[config.mk]
export PLATFORM = sky130hd
export DESIGN_NAME = stt_judge
export DESIGN_NICKNAME = d
export VERILOG_FILES = /design/src/rtl/stt_pkg.sv /design/src/rtl/stt_judge.sv
export SDC_FILE = /design/constraint.sdc
export NUM_CORES = 1
export LEC_CHECK = 0
export ABC_AREA = 1
export BUFFER_PORTS_ARGS = -buffer_cell sky130_fd_sc_hd__buf_2
export CORE_AREA = 3 3 96 98
export DETAILED_ROUTE_END_ITERATION = 12
export DIE_AREA = 0 0 99 101
export PLACE_DENSITY = 0.69
export SYNTH_ARGS = -nofsm -noshare
export SYNTH_HDL_FRONTEND = slang
export SYNTH_SLANG_ARGS = --single-unit
[constraint.sdc]
create_clock -name vclk -period 2.1
set_input_delay 0.42 -clock vclk [all_inputs]
set_output_delay 0.42 -clock vclk [all_outputs]
set_load 0.05 [all_outputs]
[src/rtl/stt_pkg.sv]
// shared types and constants of the transposition table
package stt_pkg;

    typedef enum logic [1:0] {
        ACT_SAVE     = 2'd0,
        ACT_SAVE_NEW = 2'd1,
        ACT_PROBE    = 2'd2,
        ACT_MOVE     = 2'd3
    } action_t;

    localparam logic [1:0] BOUND_EXACT = 2'd0;
    localparam logic [1:0] BOUND_UPPER = 2'd1;
    localparam logic [1:0] BOUND_LOWER = 2'd2;

    localparam logic signed [15:0] SCORE_UNKNOWN  = -16'sd32767;
    localparam logic [7:0]         NULL_DEPTH_MIN = 8'd3;
    localparam logic [31:0]        HITS_MAX       = 32'hFFFF_FFFF;

    localparam int IN_DATA_W  = 144;
    localparam int OUT_DATA_W = 80;

    typedef struct packed {
        logic [63:0]        key;
        logic signed [15:0] score;
        logic [7:0]         depth;
        logic [1:0]         bound;
        logic [15:0]        move;
    } entry_t;

    typedef struct packed {
        action_t            action;
        logic [63:0]        key;
        logic [7:0]         depth;
        logic signed [15:0] score;
        logic [1:0]         bound;
        logic [15:0]        move;
        logic signed [15:0] alpha;
        logic signed [15:0] beta;
    } item_t;

    typedef struct packed {
        logic match;
        logic usable;
        logic avoid;
        logic write;
    } verdict_t;

endpackage

[src/rtl/stt_judge.sv]
// decides match, usable score, null-move hint and replacement for one entry
module stt_judge
    import stt_pkg::*;
(
    input  item_t    item,
    input  entry_t   stored,
    output verdict_t verdict
);

    logic match;
    logic deep_enough;
    logic usable;

    assign match       = (stored.key == item.key);
    assign deep_enough = (stored.depth >= item.depth);

    always_comb
    begin
        usable = 1'b0;
        if (item.action == ACT_PROBE && match && deep_enough)
        begin
            case (stored.bound)
                BOUND_EXACT: usable = (stored.score > item.alpha) && (stored.score < item.beta);
                BOUND_UPPER: usable = (stored.score <= item.alpha);
                BOUND_LOWER: usable = (stored.score >= item.beta);
                default:     usable = 1'b0;
            endcase
        end
    end

    always_comb
    begin
        verdict.match  = match;
        verdict.usable = usable;
        verdict.avoid  = usable && (stored.bound == BOUND_UPPER) && (stored.score < item.beta)
                         && (item.depth >= NULL_DEPTH_MIN);
        case (item.action)
            // keep an exact entry of the same key against a weaker bound
            ACT_SAVE:     verdict.write = !match
                                          || !(stored.bound == BOUND_EXACT
                                               && item.bound != BOUND_EXACT);
            ACT_SAVE_NEW: verdict.write = !match;
            default:      verdict.write = 1'b0;
        endcase
    end

endmodule

==> summary.txt, run 1 <==
Logic synthesis
  • Synth Area in Adders: 24.2%
  • Seq/Total Area, Yosys: 0%
  • Largest family of logic cells by synthesized area: simple AND/OR/NAND/NOR gates
  • Mapped Cells: 348
  • Post-synthesis mux area share: 0%
  • Synthesized area: 2070 sq um
  • Post-Synth XOR/XNOR Area: 22.5%
  • Netlist cell types: 23
  • Post-synthesis simple-gate area fraction: 31.6%
  • Syn Nets: 634
  • Syn_area_per_cell: 5.94 sq um
  • Compound-Gate Fraction of Synth Area: 7.87%
  • Syn. warnings: 0

GRT
  • Initial antenna violation count: 2
  • Tot GR Track Use: 14.2%
  • Vias in the first global route: 3,012
  • Pin count of the biggest net entering global routing: 4
  • Total grt overflow: 0
  • First-pass GRT wire length: 12,100 microns

Routing
  • WL final: 7940 microns
  • Drt via density: 4.35
  • Total number of vias: 2,916
  • Final ANT Viol Nets: 0
  • Avg WL per Cell: 11.8 microns
  • Iteration-0 DRC Markers: 27
  • 1st-pass router iterations: 3
  • # DRC: 0

Finish
  • FF/Latch Area: 0 sq um
  • ANT cells: 0
  • Clock buf count: 0
  • Non-Filler Instances: 671
  • Layout area overhead: 78.7%
  • FFs & Latches: 0
  • Multi-input gate area: 2040 sq um
  • # fillers: 891
  • Fin util: 43.2%
  • Net count reported at finish: 851
  • Share of layout cells above drive strength 1: 48.8%

Worst hold path
  • Hold Crit Depth: 5
  • HP Class: primary input to output port
  • Hold path startpoint: item[139]

Place
  • GP Congestion: 0.842
  • PortBufs: 202
  • Cells after DPL: 669
  • Hpwl dp: 7310 microns

Setup path
  • Crit. End Element: output port
  • Worst path cell trace: buf_2 -> ha_2 -> nand2_1 -> nor2_4 -> nand2_1 -> nor2_2 -> nand2_2 -> nand3_1 -> nand2_2 -> a21oi_2 -> nand2_1 -> nand3_2 -> nand2_2 -> nor2_4 -> buf_8
  • Slowest CP cell: ha_2
  • CP Launch Type: primary input
  • Worst EP required: 1.68 ns
  • Critical path's largest stage delay: 0.31 ns
  • Crit-path max FO: 2
  • Worst Setup SP: stored[34]
  • CP Data Arrival Time: 2.09 ns
  • Critical path type: primary input to output port

Timing
  • Final Hold Fails: 0
  • Worst slew margin: 81.9%
  • RSZ-0062 raised after global routing: true
  • Final Cycle Share: 120%
  • Max Fclk: 398 MHz
  • Final setup viols: 3
  • Fin. max-slew vios: 0
  • Worst setup margin: -0.410 ns
  • Tmin final: 2.51 ns
  • Worst Max-Slew Pin Slew: 0.270 ns

Power
  • Lkg Pwr: 2.11 nW
  • Overall power: 684 uW
  • PwrDens: 185 nW/um^2
  • Peak supply drop: 86.7 uV

Outcome
  • Status: finished with violations
  • Failing checks: negative setup slack

Floorplan
  • Die area: 10000 sq um
  • Core area: 8550 sq um
  • I/O pins: 250
  • Die height: 101 microns
  • Initial Utilization: 24.2%
  • Die X: 99 microns
  • Site Rows: 34

Clocking
  • Post-CTS Hold Buffers: 0

Job
  • Max Cap Viol: 0
-- kinds of logic (layout without fill, tap and decap cells) --
logic type      Yosys count  after routing
xor+xnor                 53             53
fa+ha+maj                40             40
compound gates           29             29
simple gates            152            152
buf+inv                  74            289
-- metrics by stage --
stage	setup slack, ns	hold slack [ns]	instance area [sq um]	setup TNS [ns]
floorplan	-0.127	1.10	2200	-0.157
global placement	-0.460	1.25	3420	-1.13
detailed placement	-0.478	1.26	3420	-1.22
CTS	-0.326	1.21	3530	-0.713
global route	-0.551	1.23	3690	-1.27
finish	-0.410	1.20	3690	-0.786
-- critical path: cells and delay by family --
kind / cells / cell delay, ns
simple gates: 11 / 0.95
fa+ha+maj: 1 / 0.31
buf+inv: 2 / 0.27
compound gates: 1 / 0.13
-- final timing paths --
kind | to | slack [ns]
worst max-delay path | verdict[1] | -0.41
worst min-delay path | verdict[0] | 1.20
-- cells in the final DEF (no fill, tap or decap), types with 7 or more instances in the layout --
| cell type | n |
|---|---|
| xor2_1 | 17 |
| inv_2 | 9 |
| nand4_1 | 10 |
| buf_6 | 12 |
| nor2_1 | 29 |
| a21oi_1 | 11 |
| nand3_1 | 11 |
| buf_2 | 187 |
| xnor2_1 | 36 |
| ha_4 | 11 |
| inv_1 | 60 |
| buf_4 | 15 |
| ha_1 | 28 |
| nand2_2 | 7 |
| nand2_1 | 70 |
-- final cells by class --
cell class	instances	share of cell area, %
Inverter	72	7.66
Tap cell	108	3.66
Timing Repair Buffer	217	33.3
Multi-Input combinational cell	274	55.4
-- power breakdown --
| group | switching, mW | total (mW) | internal (mW) |
|---|---|---|---|
| combinational | 0.313 | 0.684 | 0.370 |
| clock | 0 | 0 | 0 |
| sequential | 0 | 0 | 0 |
-- cells in the mapped netlist --
master / instances / area (sq um)
o21ai_0: 5 / 25.0
nand2_1: 80 / 300
o211ai_1: 2 / 15.0
or2_2: 4 / 25.0
nor3_1: 6 / 30.0
o2111a_1: 1 / 11.3
nand4_1: 10 / 62.6
nand3_1: 14 / 70.1
buf_4: 2 / 15.0
a211oi_1: 1 / 7.51
xor2_1: 17 / 149
xnor2_1: 36 / 315
o21ai_1: 1 / 5.00
a21o_1: 1 / 7.51
inv_1: 72 / 270
and2_2: 1 / 7.51
nor2_2: 4 / 25.0
ha_1: 40 / 500
o22ai_1: 1 / 6.26
nor3_2: 1 / 10.0
nor2_1: 31 / 116
a21oi_1: 17 / 85.1
or2_0: 1 / 6.26
-- per-layer routing --
| metal | global-route usage [%] | vias up | share of wire (%) |
|---|---|---|---|
| met2 | 29.7 | 112 | 56 |
| met4 | 1.47 | 4 | 1.1 |
| met1 | 13.9 | 1262 | 33 |
| met5 | 0 | - | 0.43 |
| li1 | - | 1526 | - |
| met3 | 4.08 | 12 | 9.4 |
-- what timing repair did --
| item | CTS | global route |
|---|---|---|
| setup buffers | 1 | 1 |
| setup endpoints to repair | 4 | 4 |
| pin swaps | 19 | 22 |
| resized for setup | 24 | 38 |
No activity file was read; power rests on OpenSTA's default activity.
==> run 2, diff against run 1 <==
Settings changed: CAP_MARGIN set to 20, PLACE_DENSITY 0.69 to 0.66.
Clock period 2.1 ns to 2.7 ns, I/O delays scaled along.
==> run 2 against run 1 <==
First-iteration DRC count increased by 7.4%. Via count decreased by 3.4%. Final cell count decreased by 1.2%. Combinational power decreased by 25%. Critical path depth unchanged. Flip-flop and latch count unchanged. The run now ends clean. Hold slack improved by 0.30 ns. Utilization decreased by 1.2 points. Global-route usage decreased by 1.3 points. Die area unchanged.
==> summary.txt, run 2 (synthesis gave the netlist of run 1 again) <==
Setup path
  • Critical Path End: verdict[1]
  • Crit-path max FO: 3
  • CP Launch Type: primary input
  • Critical path type: primary input to output port
  • Worst EP required: 2.16 ns
  • Crit. End Element: output port
  • Worst Setup SP: stored[33]
  • CP Data Arrival Time: 2.11 ns

Power
  • Seq pwr share: 0%
  • Lkg Pwr: 2.06 nW
  • PwrDens: 143 nW/um^2
  • Comb pwr share: 100.0%
  • Overall power: 511 uW
  • Clk pwr share: 0%
  • Peak supply drop: 58.7 uV
  • Switching Fraction: 45.5%
  • P_sw: 233 uW
  • Pint: 278 uW

Job
  • Max Cap Viol: 0

Routing
  • Avg WL per Cell: 11.2 microns
  • 1st-pass router iterations: 4
  • Drt via density: 4.25
  • WL final: 7420 microns
  • Iteration-0 DRC Markers: 29
  • Final ANT Viol Nets: 0
  • Total number of vias: 2,816
  • # DRC: 0

Finish
  • FF/Latch Area: 0 sq um
  • Share of layout cells above drive strength 1: 47.0%
  • Most common cell after layout, fill and taps aside: buf_2
  • Clock buf count: 0
  • Net count reported at finish: 843
  • Layout area overhead: 73.6%
  • Most frequent cells in the layout: buf_2, nand2_1, inv_1, xnor2_1, nor2_1
  • # fillers: 901
  • FFs & Latches: 0
  • Finished Cell Area: 3590 sq um
  • ANT cells: 0

Timing
  • Worst Max-Slew Pin Slew: 0.259 ns
  • Tmin final: 2.65 ns
  • Final Cycle Share: 98.0%
  • Final Hold Fails: 0
  • RSZ-0062 raised after global routing: true
  • Fin. max-slew vios: 0
  • Worst setup margin: 0.0532 ns
  • Max Fclk: 378 MHz
  • Worst hold slack: 1.50 ns
  • Final setup viols: 0
  • Worst slew margin: 82.9%

Place
  • Hpwl dp: 6820 microns
  • Dpl cell area: 3230 sq um
  • GP Congestion: 0.860
  • PortBufs: 202
  • Place WS: -0.134 ns

Worst hold path
  • HP Class: primary input to output port
  • Hold Crit Depth: 5

Floorplan
  • Die X: 99 microns
  • Die height: 101 microns
  • I/O pins: 250
  • Site Rows: 34
  • Die area: 10000 sq um
  • Initial Utilization: 24.2%
  • Core area: 8550 sq um

Outcome
  • Status: complete, no violations

GRT
  • First-pass GRT wire length: 11,000 microns
  • Initial antenna violation count: 0
  • Tot GR Track Use: 12.9%
  • Pin count of the biggest net entering global routing: 4
  • Vias in the first global route: 2,702
  • Total grt overflow: 0
run 2: changes by cell type in the layout (fill, tap and decap cells not counted), sizes merged:
cell  delta
buf      -8
run 2: worst min path at each step:
stage	startpoint	to	slack, ns
after detailed placement	item[139]	verdict[0]	1.51
after floorplan	stored[17]	verdict[1]	1.33
final	item[139]	verdict[0]	1.50
after CTS	item[139]	verdict[0]	1.51
after global routing	item[139]	verdict[0]	1.54
after global placement	item[139]	verdict[0]	1.50
run 2: metrics by stage:
| step | util (%) | instances | TNS, ns |
|---|---|---|---|
| detailed placement | 37.7 | 660 | -0.256 |
| finish | 41.9 | 663 | 0 |
| global placement | 37.7 | 660 | -0.180 |
| global route | 41.9 | 663 | -0.173 |
| floorplan | - | 348 | 0 |
| CTS | 41.2 | 662 | -0.0230 |
run 2: final cells by class:
| class | count | area, sq um | share of cell area, % |
|---|---|---|---|
| Multi-Input combinational cell | 274 | 2020 | 56.4 |
| Tap cell | 108 | 135 | 3.77 |
| Inverter | 72 | 273 | 7.61 |
| Timing Repair Buffer | 209 | 1150 | 32.2 |
run 2: power by group through the flow:
stage | sequential, mW | clock (mW) | combinational, mW
finish | 0 | 0 | 0.511
global route | 0 | 0 | 0.577
CTS | 0 | 0 | 0.502
detailed placement | 0 | 0 | 0.441
global placement | 0 | 0 | 0.428
floorplan | 0 | 0 | 0.228
run 2: worst max-delay path, cell delays in order:
cell     delay (ns)
buf_2          0.12
ha_1           0.29
nand2_1        0.09
nor2_2         0.14
nand2_1        0.06
nand2_1        0.05
nand2_1        0.09
nand3_2        0.10
nand2_1        0.05
nor2_1         0.10
nand2_1        0.08
nand3_2        0.07
nand2_2        0.06
nor2_2         0.10
buf_6          0.17
run 2: timing repair:
item | in CTS | in global routing
cloned | 0 | 0
resized for setup | 55 | 18
endpoints found under the setup margin | 2 | 2
hold buffers | 0 | 0
pin swaps | 28 | 20
buffers inserted | 2 | 1
run 2: per-layer routing:
layer  track usage, %  part of all wire, %  up-vias
met4            0.105                    0        0
met3             2.49                  8.2        0
li1                 -                    -     1506
met1             14.0                   36     1209
met2             27.0                   56      101
met5                0                    0        -
==> run 3, diff against run 2 <==
Settings changed: CAP_MARGIN 20 to unset, MAX_ROUTING_LAYER set to met4.
==> run 3 against run 2 <==
Count of clock-buffer cells in the layout is the same. Critical path type unchanged. Die area unchanged. Utilization grew 0.42 points. Total power up 1.4%. Cell area rose by 1.0%. Final cell count increased by 0.15%. Flip-flop and latch count did not move. Sequential share of layout area stayed put.
==> summary.txt, run 3 (synthesis gave the netlist of run 1 again) <==
Power
  • Overall power: 518 uW
  • PwrDens: 143 nW/um^2
  • Seq pwr share: 0%
  • Peak supply drop: 62.5 uV
  • Pint: 281 uW
  • Lkg Pwr: 2.08 nW
  • Clk pwr share: 0%
  • P_sw: 237 uW
  • Comb pwr share: 100.0%
  • Switching Fraction: 45.7%

Setup path
  • Critical path type: primary input to output port
  • Worst path cell trace: buf_4 -> ha_4 -> nand2_4 -> nor2_4 -> buf_4 -> a21oi_2 -> nand4_1 -> a21oi_2 -> nand2_1 -> nand3_2 -> nand2_2 -> nor2_2 -> buf_6
  • Crit-path max FO: 3
  • CP Data Arrival Time: 2.13 ns
  • Slowest CP cell: ha_4
  • Crit. End Element: output port
  • CP Launch Type: primary input
  • Worst EP required: 2.16 ns
  • Critical path's largest stage delay: 0.24 ns

GRT
  • Initial antenna violation count: 0
  • Vias in the first global route: 2,662
  • Tot GR Track Use: 13.4%
  • Total grt overflow: 0
  • First-pass GRT wire length: 11,000 microns
  • Pin count of the biggest net entering global routing: 4

Routing
  • Iteration-0 DRC Markers: 27
  • # DRC: 0
  • Final ANT Viol Nets: 0
  • Total number of vias: 2,770
  • Avg WL per Cell: 11.0 microns
  • 1st-pass router iterations: 4
  • WL final: 7290 microns
  • Drt via density: 4.17

Floorplan
  • Core area: 8550 sq um
  • Die area: 10000 sq um
  • Initial Utilization: 24.2%
  • Die height: 101 microns
  • Site Rows: 34
  • I/O pins: 250
  • Die X: 99 microns

Timing
  • Worst setup margin: 0.0290 ns
  • Final Hold Fails: 0
  • Max Fclk: 374 MHz
  • Worst hold slack: 1.50 ns
  • RSZ-0062 raised after global routing: true
  • Worst Max-Slew Pin Slew: 0.256 ns
  • Final Cycle Share: 98.9%
  • Tmin final: 2.67 ns
  • Final setup viols: 0
  • Fin. max-slew vios: 0
  • Worst slew margin: 83.1%

Finish
  • Net count reported at finish: 844
  • Finished Cell Area: 3620 sq um
  • Fin util: 42.4%
  • Layout area overhead: 75.3%
  • Clock buf count: 0
  • FF/Latch Area: 0 sq um
  • ANT cells: 0
  • Share of layout cells above drive strength 1: 47.7%
  • FFs & Latches: 0
  • Most frequent cells in the layout: buf_2, nand2_1, inv_1, xnor2_1, nor2_1
  • Most common cell after layout, fill and taps aside: buf_2

Worst hold path
  • HP Class: primary input to output port
  • Hold Path End: verdict[0]
  • Hold Crit Depth: 5
  • Hold path startpoint: item[139]

Place
  • Dpl cell area: 3230 sq um
  • Hpwl dp: 6660 microns
  • GP Congestion: 0.873
  • Place WS: -0.145 ns
  • PortBufs: 202

Job
  • Max Cap Viol: 0

Outcome
  • Status: complete, no violations
-- run 3: worst max-delay path, delay by kind of cell --
kind	cells	cell delay [ns]
AOI/OAI and AO/OA	2	0.31
adders and majority gates	1	0.24
buffers and inverters	3	0.42
and+or+nand+nor	7	0.61
-- run 3: per-layer routing --
metal	vias up	global-route usage [%]	routed length [microns]
met1	1164	15.3	2770
met3	0	2.01	576
li1	1503	-	-
met4	0	0	0
met5	-	-	0
met2	103	26.1	3940
-- run 3: metrics by stage --
step,setup TNS [ns],cells
after detailed placement,-0.280,660
after global placement,-0.203,660
after global routing,-0.121,664
after CTS,-0.0323,661
after floorplan,0,348
final,0,664
-- run 3: how the worst max path moves through the flow --
stage                from          to  slack, ns  cells after the start
3_3_place_gp   stored[37]  verdict[1]      -0.10                     15
4_1_cts          item[13]  verdict[1]      -0.03                     16
5_1_grt          item[11]  verdict[1]      -0.09                     15
3_5_place_dp   stored[41]  verdict[1]      -0.14                     15
2_1_floorplan    item[15]  verdict[1]       0.06                     14
6_report       stored[40]  verdict[1]       0.03                     13
-- run 3: layout make-up --
class,instances,area (sq um)
inverters,72,275
well taps,108,135
multi-input cells,274,2050
repair buffers,210,1160
fillers,881,4930
-- run 3: timing repair --
item | 4_1_cts | 5_1_grt
resized for setup | 49 | 29
pin swaps | 22 | 25
setup endpoints to repair | 2 | 2
buffers inserted | 1 | 3
hold buffers | 0 | 0
gates cloned | 0 | 0
-- run 3: power by group through the flow --
stage          clock (mW)  combinational (mW)  sequential, mW
2_1_floorplan           0               0.228               0
3_5_place_dp            0               0.439               0
4_1_cts                 0               0.492               0
5_1_grt                 0               0.585               0
6_report                0               0.518               0
3_3_place_gp            0               0.428               0
